**src/hdl/msscan_pkg.sv**
```systemverilog
// Shared types and constants of the masked signature scanner.
`default_nettype none

package msscan_pkg;

  localparam int unsigned PATTERN_REG_BYTES = 16;

  localparam logic [3:0]  HIT_LIST_DEPTH = 4'd8;
  localparam logic [23:0] COUNT_MAX      = 24'hFF_FFFF;

  localparam logic [2:0] CFG_PATTERN_LOW    = 3'd0;
  localparam logic [2:0] CFG_PATTERN_HIGH   = 3'd1;
  localparam logic [2:0] CFG_CARE_MASK      = 3'd2;
  localparam logic [2:0] CFG_PATTERN_LENGTH = 3'd3;
  localparam logic [2:0] CFG_REGION_BASE    = 3'd4;
  localparam logic [2:0] CFG_PATCH_OFFSET   = 3'd5;
  localparam logic [2:0] CFG_HIT_LIMIT      = 3'd6;

  localparam logic [1:0] VERDICT_NOT_FOUND   = 2'd0;
  localparam logic [1:0] VERDICT_UNIQUE      = 2'd1;
  localparam logic [1:0] VERDICT_AMBIGUOUS   = 2'd2;
  localparam logic [1:0] VERDICT_UNAVAILABLE = 2'd3;

  typedef struct packed {
    logic [7:0] data_byte;
    logic       final_byte;
  } in_word_t;

  typedef struct packed {
    logic        is_summary;
    logic [31:0] hit_address;
    logic [2:0]  hit_number;
    logic [23:0] match_total;
    logic [1:0]  verdict;
    logic [31:0] resolved_address;
    logic        run_end;
  } out_word_t;

  typedef struct packed {
    logic [127:0]       pattern;
    logic [15:0]        care_mask;
    logic [4:0]         pattern_length;
    logic [31:0]        region_base;
    logic signed [15:0] patch_offset;
    logic [3:0]         hit_limit;
  } cfg_t;

  typedef struct packed {
    logic      hit_valid;
    out_word_t hit;
    logic      sum_valid;
    out_word_t sum;
  } pair_t;

endpackage

`default_nettype wire

```
**src/hdl/msscan_cfg.sv**
```systemverilog
// Configuration register file of the masked signature scanner.
`default_nettype none

module msscan_cfg (
  input  wire logic         clk,
  input  wire logic         rst,
  input  wire logic         cfg_we,
  input  wire logic [2:0]   cfg_index,
  input  wire logic [63:0]  cfg_data,
  output msscan_pkg::cfg_t  cfg
);

  msscan_pkg::cfg_t regs;

  always_ff @(posedge clk) begin
    if (rst) begin
      regs.pattern        <= '0;
      regs.care_mask      <= 16'hFFFF;
      regs.pattern_length <= '0;
      regs.region_base    <= '0;
      regs.patch_offset   <= '0;
      regs.hit_limit      <= msscan_pkg::HIT_LIST_DEPTH;
    end else if (cfg_we) begin
      unique case (cfg_index)
        msscan_pkg::CFG_PATTERN_LOW:    regs.pattern[63:0]   <= cfg_data;
        msscan_pkg::CFG_PATTERN_HIGH:   regs.pattern[127:64] <= cfg_data;
        msscan_pkg::CFG_CARE_MASK:      regs.care_mask       <= cfg_data[15:0];
        msscan_pkg::CFG_PATTERN_LENGTH: regs.pattern_length  <= cfg_data[4:0];
        msscan_pkg::CFG_REGION_BASE:    regs.region_base     <= cfg_data[31:0];
        msscan_pkg::CFG_PATCH_OFFSET:   regs.patch_offset    <= cfg_data[15:0];
        msscan_pkg::CFG_HIT_LIMIT:      regs.hit_limit       <= cfg_data[3:0];
        default: ;
      endcase
    end
  end

  assign cfg = regs;

endmodule

`default_nettype wire

```
**src/hdl/msscan_core.sv**
```systemverilog
// Input register, byte window, masked compare and scan counters.
`default_nettype none

module msscan_core #(
  parameter int PATTERN_BYTES = 16,
  parameter int POSITION_BITS = 24
) (
  input  wire logic                 clk,
  input  wire logic                 rst,
  input  wire msscan_pkg::cfg_t     cfg,
  input  wire logic                 in_valid,
  output logic                      in_ready,
  input  wire msscan_pkg::in_word_t in_word,
  input  wire logic                 load_ok,
  output logic                      pair_load,
  output msscan_pkg::pair_t         pair
);

  localparam int LW = $clog2(PATTERN_BYTES + 1);
  localparam int IW = (PATTERN_BYTES > 1) ? $clog2(PATTERN_BYTES) : 1;

  logic                 q_valid;
  msscan_pkg::in_word_t q_word;

  logic [7:0]               window      [PATTERN_BYTES];
  logic [7:0]               window_next [PATTERN_BYTES];
  logic [POSITION_BITS-1:0] bytes_seen;
  logic [POSITION_BITS-1:0] bytes_seen_next;
  logic [23:0]              match_count;
  logic [23:0]              match_count_next;
  logic [31:0]              first_hit;
  logic [31:0]              first_hit_next;

  logic [LW-1:0] eff_len;
  logic [IW-1:0] sel;
  logic [7:0]    pat_byte;
  logic          care;
  logic          mismatch;
  logic          match;
  logic [31:0]   addr;
  logic [3:0]    lim;
  logic          report;
  logic [1:0]    verdict;
  logic [23:0]   total;
  logic          advance;

  assign advance   = q_valid && load_ok;
  assign in_ready  = !q_valid || load_ok;
  assign pair_load = advance;

  always_ff @(posedge clk) begin
    if (rst) begin
      q_valid <= 1'b0;
    end else if (in_valid && in_ready) begin
      q_valid <= 1'b1;
    end else if (advance) begin
      q_valid <= 1'b0;
    end
  end

  always_ff @(posedge clk) begin
    if (in_valid && in_ready) begin
      q_word <= in_word;
    end
  end

  always_comb begin
    window_next[0] = q_word.data_byte;
    for (int k = 1; k < PATTERN_BYTES; k++) begin
      window_next[k] = window[k-1];
    end
  end

  assign eff_len = (32'(cfg.pattern_length) > 32'(PATTERN_BYTES)) ?
                   LW'(PATTERN_BYTES) : LW'(cfg.pattern_length);

  always_comb begin
    mismatch = 1'b0;
    sel      = '0;
    pat_byte = '0;
    care     = 1'b1;
    for (int j = 0; j < PATTERN_BYTES; j++) begin
      if (j < msscan_pkg::PATTERN_REG_BYTES) begin
        pat_byte = cfg.pattern[8*(j % msscan_pkg::PATTERN_REG_BYTES) +: 8];
        care     = cfg.care_mask[j % msscan_pkg::PATTERN_REG_BYTES];
      end else begin
        pat_byte = '0;
        care     = 1'b1;
      end
      sel = IW'(32'(eff_len) - 32'(j) - 32'd1);
      if ((32'(j) < 32'(eff_len)) && care && (window_next[sel] != pat_byte)) begin
        mismatch = 1'b1;
      end
    end
  end

  assign bytes_seen_next = (bytes_seen == '1) ? bytes_seen : bytes_seen + POSITION_BITS'(1);
  assign match = (eff_len != '0) && (32'(bytes_seen_next) >= 32'(eff_len)) && !mismatch;
  assign addr  = cfg.region_base + (32'(bytes_seen_next) - 32'(eff_len));

  assign match_count_next = (match && match_count != msscan_pkg::COUNT_MAX) ?
                            match_count + 24'd1 : match_count;
  assign first_hit_next   = (match && match_count == '0) ? addr : first_hit;

  assign lim    = (cfg.hit_limit > msscan_pkg::HIT_LIST_DEPTH) ?
                  msscan_pkg::HIT_LIST_DEPTH : cfg.hit_limit;
  assign report = match && (match_count < 24'(lim));

  always_comb begin
    if (eff_len == '0) begin
      verdict = msscan_pkg::VERDICT_UNAVAILABLE;
      total   = '0;
    end else begin
      total = match_count_next;
      priority if (match_count_next == 24'd0) begin
        verdict = msscan_pkg::VERDICT_NOT_FOUND;
      end else if (match_count_next == 24'd1) begin
        verdict = msscan_pkg::VERDICT_UNIQUE;
      end else begin
        verdict = msscan_pkg::VERDICT_AMBIGUOUS;
      end
    end
  end

  always_comb begin
    pair.hit_valid            = report;
    pair.hit.is_summary       = 1'b0;
    pair.hit.hit_address      = addr;
    pair.hit.hit_number       = match_count[2:0];
    pair.hit.match_total      = match_count_next;
    pair.hit.verdict          = msscan_pkg::VERDICT_NOT_FOUND;
    pair.hit.resolved_address = '0;
    pair.hit.run_end          = !q_word.final_byte;

    pair.sum_valid            = q_word.final_byte;
    pair.sum.is_summary       = 1'b1;
    pair.sum.hit_address      = '0;
    pair.sum.hit_number       = '0;
    pair.sum.match_total      = total;
    pair.sum.verdict          = verdict;
    pair.sum.resolved_address = (verdict == msscan_pkg::VERDICT_UNIQUE) ?
        first_hit_next + {{16{cfg.patch_offset[15]}}, cfg.patch_offset} : 32'd0;
    pair.sum.run_end          = 1'b1;
  end

  // Window bytes older than bytes_seen are never compared, so no clear is needed.
  always_ff @(posedge clk) begin
    if (advance) begin
      for (int k = 0; k < PATTERN_BYTES; k++) begin
        window[k] <= window_next[k];
      end
    end
  end

  always_ff @(posedge clk) begin
    if (rst) begin
      bytes_seen  <= '0;
      match_count <= '0;
      first_hit   <= '0;
    end else if (advance) begin
      if (q_word.final_byte) begin
        bytes_seen  <= '0;
        match_count <= '0;
        first_hit   <= '0;
      end else begin
        bytes_seen  <= bytes_seen_next;
        match_count <= match_count_next;
        first_hit   <= first_hit_next;
      end
    end
  end

endmodule

`default_nettype wire

```
**src/hdl/msscan_out.sv**
```systemverilog
// Result register: holds a hit report and a summary and sends them in order.
`default_nettype none

module msscan_out (
  input  wire logic              clk,
  input  wire logic              rst,
  input  wire logic              pair_load,
  input  wire msscan_pkg::pair_t pair,
  output logic                   load_ok,
  output logic                   out_valid,
  input  wire logic              out_ready,
  output msscan_pkg::out_word_t  out_word
);

  logic                  hit_v;
  logic                  sum_v;
  msscan_pkg::out_word_t hit_q;
  msscan_pkg::out_word_t sum_q;
  logic                  take;

  assign out_valid = hit_v || sum_v;
  assign out_word  = hit_v ? hit_q : sum_q;
  assign take      = out_valid && out_ready;
  assign load_ok   = !out_valid || (out_ready && !(hit_v && sum_v));

  always_ff @(posedge clk) begin
    if (rst) begin
      hit_v <= 1'b0;
      sum_v <= 1'b0;
    end else if (pair_load) begin
      hit_v <= pair.hit_valid;
      sum_v <= pair.sum_valid;
    end else if (take) begin
      if (hit_v) begin
        hit_v <= 1'b0;
      end else begin
        sum_v <= 1'b0;
      end
    end
  end

  always_ff @(posedge clk) begin
    if (pair_load) begin
      hit_q <= pair.hit;
      sum_q <= pair.sum;
    end
  end

endmodule

`default_nettype wire

```
**src/hdl/masked_signature_scanner.sv**
```systemverilog
// Top level of the masked signature scanner.
// Takes one region byte per cycle while in_ready is high and compares the newest
// pattern_length bytes with a masked pattern; each byte passes an input register
// and then the result register. The sustained rate is one byte per cycle while
// the output is not stalled. A final byte that also completes a reported hit
// yields two words, hit then summary, which leave the result register in turn;
// the next byte waits for the second. Write configuration only while idle.
`default_nettype none

module masked_signature_scanner #(
  parameter int PATTERN_BYTES = 16,
  parameter int POSITION_BITS = 24
) (
  input  wire logic                 clk,
  input  wire logic                 rst,
  input  wire logic                 cfg_we,
  input  wire logic [2:0]           cfg_index,
  input  wire logic [63:0]          cfg_data,
  input  wire logic                 in_valid,
  output logic                      in_ready,
  input  wire msscan_pkg::in_word_t in_word,
  output logic                      out_valid,
  input  wire logic                 out_ready,
  output msscan_pkg::out_word_t     out_word
);

  msscan_pkg::cfg_t  cfg;
  msscan_pkg::pair_t pair;
  logic              pair_load;
  logic              load_ok;

  msscan_cfg u_cfg (
    .clk       (clk),
    .rst       (rst),
    .cfg_we    (cfg_we),
    .cfg_index (cfg_index),
    .cfg_data  (cfg_data),
    .cfg       (cfg)
  );

  msscan_core #(
    .PATTERN_BYTES (PATTERN_BYTES),
    .POSITION_BITS (POSITION_BITS)
  ) u_core (
    .clk       (clk),
    .rst       (rst),
    .cfg       (cfg),
    .in_valid  (in_valid),
    .in_ready  (in_ready),
    .in_word   (in_word),
    .load_ok   (load_ok),
    .pair_load (pair_load),
    .pair      (pair)
  );

  msscan_out u_out (
    .clk       (clk),
    .rst       (rst),
    .pair_load (pair_load),
    .pair      (pair),
    .load_ok   (load_ok),
    .out_valid (out_valid),
    .out_ready (out_ready),
    .out_word  (out_word)
  );

endmodule

`default_nettype wire

```
**config.mk**
```make
export PLATFORM = sky130hd
export DESIGN_NAME = masked_signature_scanner
export DESIGN_NICKNAME = d
export VERILOG_FILES = /design/src/hdl/msscan_pkg.sv /design/src/hdl/msscan_cfg.sv /design/src/hdl/msscan_core.sv /design/src/hdl/msscan_out.sv /design/src/hdl/masked_signature_scanner.sv
export SDC_FILE = /design/constraint.sdc
export NUM_CORES = 1
export LEC_CHECK = 0
export ABC_AREA = 1
export BUFFER_PORTS_ARGS = -buffer_cell sky130_fd_sc_hd__buf_2
export CAP_MARGIN = 5
export CELL_PAD_IN_SITES_DETAIL_PLACEMENT = 0
export CELL_PAD_IN_SITES_GLOBAL_PLACEMENT = 1
export CORE_ASPECT_RATIO = 1.5
export CORE_MARGIN = 2
export CORE_UTILIZATION = 39
export DETAILED_ROUTE_END_ITERATION = 12
export PLACE_DENSITY_LB_ADDON = 0.1
export SLEW_MARGIN = 20
export SYNTH_ARGS = -nofsm -noshare
export SYNTH_HDL_FRONTEND = slang
export SYNTH_HIERARCHICAL = 1
export SYNTH_SLANG_ARGS = --single-unit
```
**constraint.sdc**
```tcl
create_clock -name clk -period 15.9 [get_ports clk]
set_input_delay 2.385 -clock clk [delete_from_list [all_inputs] [get_ports clk]]
set_output_delay 2.385 -clock clk [all_outputs]
set_load 0.03 [all_outputs]
```
# After elaboration in Yosys (flattened, before gate mapping)
# Memories as Yosys holds them, arrays and structs flattened.
# Cells that the tools add are included.
[op_classes]
n_reduce_logical = 65
n_mux = 85
n_bitwise = 16
eq_ne = 27
n_lt_le_gt_ge = 36
addsub = 35
[op_table]
columns = ["cell", "n"]
rows = [
  ["8-bit binary-select mux with 4-bit select", 16],
  ["8-bit two-way mux", 32],
  ["8-bit != test", 16],
  ["24-bit two-way mux", 4],
  ["95-bit two-way mux", 1],
  ["5-bit >= comparator, second input constant", 16],
  ["4-bit inverter with 5-bit output", 16],
  ["32-bit adder", 2],
  ["32-bit two-way mux", 2],
  ["4-bit by 1-bit subtractor with 4-bit output, second input constant", 16],
  ["24-bit by 1-bit adder with 24-bit output, second input constant", 2],
  ["24-bit logical NOT", 2],
  ["1-bit logical AND", 42],
  ["4-bit by 5-bit < comparator with 1-bit output, first input constant", 8],
  ["4-bit subtractor, second input constant", 8],
  ["1-bit two-way mux", 25],
  ["24-bit by 5-bit subtractor with 25-bit output", 1],
  ["24-bit by 1-bit == test with 1-bit output, second input constant", 1],
  ["24-bit == test, second input constant", 1],
  ["24-bit by 5-bit >= comparator with 1-bit output", 1],
  ["24-bit by 4-bit < comparator with 1-bit output", 1],
  ["24-bit != test, second input constant", 1],
  ["3-bit by 5-bit < comparator with 1-bit output, first input constant", 4],
  ["2-bit AND reduction", 8],
  ["20 further kinds", 38],
]
[word_totals]
word_cells = 287
inputBits = 81
mem_count = 1
ram_bits = 128
out_inout_bits = 97
reg_bits = 411
[memory_table]
columns = ["name", "depth", "word_bits", "rd", "rd_clocked_by_memory_dff", "write_ports", "line_no", "rtl"]
rows = [
  ["u_core.window", 16, 8, 15, 0, 16, "msscan_core.sv:25", "logic [7:0] window [PATTERN_BYTES];"],
]

# Longest topological paths before layout
[depth]
word_depth = 34
depth_mapped = 53
depth_no_buf = 47

# Hierarchy
# Netlist, hierarchy kept.
[modules_own_cells]
columns = ["mod", "n_inst", "area_per_inst_um2", "cells_per_inst", "seq_area_each_um2"]
rows = [
  ["msscan_core", 1, 23756.5, 3838, 5495.3],
  ["msscan_cfg", 1, 7917.6, 1154, 4023.9],
  ["msscan_out", 1, 7024.2, 513, 5745.5],
]

# Worst setup path before layout
# OpenSTA, ideal clock, no wires.
[synth_timing]
kind = "input to register"
start = "in out_ready"
end = "reg u_out.hit_v"
required_ps = 15762
setup_time_ps = 138
setup_slack_ps = 6216
t_arrival_ps = 9547
path_buffers = 0
path_stages = 7
cell_sequence = "nand2_1 > a21oi_1 > nand2_1 > inv_1 > inv_1 > o21ai_0 > nor2_1"
[synth_between]
elab_chain_len = 4
word_cells_on_any_way = 6
cone_classes = "mux: 1; reduce/logical: 5"
[synth_lines]
columns = ["element", "line_no", "rtl"]
rows = [
  ["start: declaration", "masked_signature_scanner.sv:23", "input wire logic out_ready,"],
  ["1-bit logical AND (*)", "msscan_out.sv:24", "assign load_ok = !out_valid || (out_ready && !(hit_v && sum_v));"],
  ["1-bit logical OR (*)", "msscan_out.sv:24", ""],
  ["via load_ok", "masked_signature_scanner.sv:30", "logic load_ok;"],
  ["1-bit logical AND (*)", "msscan_core.sv:47", "assign advance = q_valid && load_ok;"],
  ["via pair_load", "masked_signature_scanner.sv:29", "logic pair_load;"],
  ["1-bit two-way mux or 2-bit nonzero test (tied branches)", "-", ""],
  ["end signal: assignment", "msscan_out.sv:31", "hit_v <= pair.hit_valid;"],
  ["end: declaration", "msscan_out.sv:15", "logic hit_v;"],
]
# Mark *: on every way through the listed nets, which the timed path passes. The rest lies on a longest branch.
# A chain may end at the register's enable or synchronous reset.

# Final worst setup path
[layout_timing]
start = "reg u_cfg.regs, in the netlist u_cfg/cfg[54]"
end = "reg u_out/sum_q[30] (netlist bit), data pin"
[layout_between]
elab_chain_len = 34
word_cells_on_any_way = 195
cone_classes = "add/sub: 33; order compare: 18; eq/ne: 18; mux: 70; bitwise: 16; reduce/logical: 40"
[layout_lines]
columns = ["element", "line_no", "rtl"]
rows = [
  ["start: declaration", "msscan_cfg.sv:13", "msscan_pkg::cfg_t regs;"],
  ["5-bit > comparator", "msscan_core.sv:74", "assign eff_len = (32'(cfg.pattern_length) > 32'(PATTERN_BYTES)) ?"],
  ["5-bit two-way mux (*)", "msscan_core.sv:74", ""],
  ["branches (longest 32 deep; another with 4-bit by 1-bit subtractor with 4-bit output)", "-", ""],
  ["end signal: assignment", "msscan_out.sv:45", "sum_q <= pair.sum;"],
  ["end: declaration", "msscan_out.sv:18", "msscan_pkg::out_word_t sum_q;"],
]
# Mark *: on every way between the ends. The select of a mux whose other input is x is not followed.

==> results.py <==
metrics = {
    "outcome": {
        "status": "finished clean",
    },
    "yosys": {
        "synth-seq-cells": 603,
        "synth_top_area_share_pct": 24.8,
        "syn_inst": 5505,
        "seq_area_frac_synth_pct": 39.4,
        "syn-cell-area_um2": 38700,
        "avgSynthCellArea_um2": 7.03,
        "netlist-cell-type-count": 57,
        "yosysWarnings": 6,
        "synth_edf_count": 319,
        "synth_ff_type": "edfxtp_1",
        "async_flop_share_pct": 0,
        "synth_area_leaders": "edfxtp_1 25%, nand2_1 17%, nand3_1 15%, dfxtp_1 15%, nor2_1 5.1%",
        "synth_area_leader_cell": "edfxtp_1",
    },
    "routing": {
        "route.vias.total": 36500,
        "remaining_drc_errors": 0,
        "firstDrtPassIters": 8,
        "wl_per_cell_um": 23.1,
        "ant_nets": 0,
        "via_per_inst": 5.31,
        "wirelength_um": 158000,
        "drt_iter0_markers": 2937,
    },
    "clocking": {
        "cts-htree-levels": 3,
        "post-cts-setup-buffers": 0,
        "cts_max_path_buffers": 3,
        "path_clk_slew_ps": 60,
        "hold_buffers": 0,
        "cts_sinks": 603,
        "clkLatencyLatePin_ps": 670,
        "cts-root-buf": "clkbuf_16",
        "cts_resized": 0,
        "cts_tree": "yes",
        "numCtsBuffers": 68,
    },
    "min_path": {
        "hold_path_class": "reg2reg",
    },
    "sta": {
        "finalCriticalPeriod_ps": 9420,
        "fin_crit_sh_pct": 59.3,
        "drv_slew": 0,
        "fin_tns_setup_ps": 0,
        "rsz0062_at_grt": "false",
        "setup_viol_count_final": 0,
        "hold_viol": 0,
        "slew_headroom_pct": 23.5,
        "max_freq_ghz": 0.106,
        "tightest_slew_ps": 1140,
        "finClkSkew_ps": 35.2,
    },
    "pwr": {
        "cellLeakagePower_nw": 19.1,
        "peakVddDrop_mv": 0.0876,
        "p_per_area_nw_per_um2": 102,
        "power_mw": 4.31,
    },
    "floorplanning": {
        "rows": 141,
        "initial_core_util_pct": 39.3,
        "die_h_um": 390,
        "design.core.area_um2": 98400,
        "dieWidth_um": 261,
        "ioPinCount": 178,
        "dieArea_um2": 102000,
    },
    "setup_path": {
        "start_kind": "flip-flop",
        "crit_family": "simple AND/OR/NAND/NOR gates",
        "cp_slowest_cell": "inv_2",
        "path_buf_inv": 5,
        "crit_path_end_kind": "flip-flop",
        "crit_fanout": 72,
        "worstPathRequired_ps": 16290,
        "crit_type": "reg2reg",
        "crit_arrival_ps": 9810,
        "critPathMostFrequentCell": "nand2_1",
        "cpPeakStageDelay_ps": 880,
    },
    "global_route": {
        "grt.total_usage_pct": 30.8,
        "antenna_found_initial": 5,
        "grt_pass1_vias": 34500,
        "grt_pass1_wl_um": 228000,
        "globalRouteOverflowTotal": 0,
        "grt_start_max_net_pins": 115,
    },
    "layout": {
        "utilization_pct": 43.0,
        "fin_cells": 6869,
        "synthToLayoutAreaGrowth_pct": 9.47,
        "finalNetCount": 5690,
        "drive_above_1_share_pct": 8.19,
        "fillCellCount": 10500,
    },
    "placement": {
        "dp.cells": 6741,
        "hpwl_um": 122000,
        "port_buffers": 177,
        "gp_congestion": 0.988,
    },
    "run": {
        "drv_cap": 0,
    },
}
## logic make-up (layout without fill, tap and decap cells)
kind of cell,count (synthesis),after routing,share of synthesized area (%)
AO/OA/AOI/OAI,263,263,3.78
XOR/XNOR,136,136,3.29
adder cells (fa/ha/maj),85,85,2.81
buffers and inverters,760,765,9.05
flip-flops,603,603,39.4
multiplexers,20,20,0.582
other,2,74,0.0194
AND/OR/NAND/NOR,3636,3636,41.0
## worst register-to-register path: cells and delay by family (launching register included)
family	cells	cell delay, ps
simple gates	29	4660
xor+xnor	1	170
fa+ha+maj	1	280
flops	1	520
compound gates	6	1210
buf+inv	5	2330
## placed cells by master, fill, tap and decap left out, types with 74 or more instances in the layout
master | netlist | layout
nand2_1 | 1706 | 1705
nand3_1 | 1172 | 1172
nor2_1 | 523 | 519
inv_1 | 405 | 401
edfxtp_1 | 319 | 319
dfxtp_1 | 284 | 282
a21oi_1 | 178 | 178
buf_2 | 109 | 177
xor2_1 | 83 | 83
ha_1 | 82 | 82
nand3b_1 | 74 | 74
## where the power goes
part           switching, mW  internal (mW)  total [mW]
clock                  0.719           1.00        1.72
combinational          0.602          0.218       0.820
sequential            0.0512           1.71        1.76
## area by class of cell
class | instances | area, µm² | area share [%]
multi-input combinational | 4212 | 20300 | 47.8
clock buffer | 81 | 1830 | 4.33
antenna | 2 | 5.00 | 0.0118
tap | 1287 | 1610 | 3.80
clock inverter | 45 | 579 | 1.37
inverter | 417 | 1580 | 3.74
timing repair buffer | 222 | 1220 | 2.89
sequential | 603 | 15300 | 36.1
## path summary, 6_finish.rpt
path	from	end	slack, ps	cells past startpoint
worst min register to register	u_core/window[0][4]	u_core/window[0][12]	440	0
worst min-delay path	u_core/window[0][4]	u_core/window[0][12]	440	0
worst max register to register	u_cfg/cfg[54]	u_out/sum_q[30]	6480	42
worst max-delay path	u_cfg/cfg[54]	u_out/sum_q[30]	6480	42
## state kept, by name, indices dropped and copies added, names as in the netlist
| name | cells |
|---|---|
| u_cfg/cfg | 201 |
| u_core/bytes_seen | 24 |
| u_core/first_hit | 32 |
| u_core/match_count | 24 |
| u_core/pair | 1 |
| u_core/q_valid | 1 |
| u_core/q_word | 8 |
| u_core/window | 120 |
| u_out/hit_q | 95 |
| u_out/hit_v | 1 |
| u_out/sum_q | 95 |
| u_out/sum_v | 1 |
## through the flow
step,instance area (µm²),worst slack (ps),hold slack (ps)
floorplan,39000,6220,426
global placement,39900,6490,431
detailed placement,39900,6650,432
CTS,42400,6640,439
global route,42400,5780,454
finish,42400,6480,438
## per-layer routing
metal  share of wire [%]  global-route usage [%]  wire [µm]
met1                  35                    31.6      55700
met3                 4.2                    3.49       6640
met4                  11                    29.1      17600
met2                  50                    53.9      78600
met5                   0                       0          0
## cell usage after synthesis, types with 12 or more instances
cell / instances
ha_1: 82
nor3_1: 34
xnor2_1: 48
nand4_1: 38
dfxtp_1: 284
buf_2: 109
mux2_2: 20
clkbuf_1: 91
inv_1: 405
o21ai_0: 31
nand2_1: 1706
edfxtp_1: 319
a21oi_1: 178
nand3b_1: 74
buf_1: 27
buf_4: 97
nor2_1: 523
o21a_1: 12
nand3_1: 1172
buf_6: 19
xor2_1: 83
nor4_1: 17
nor2_2: 39
Power figures use the tool's default switching activity.
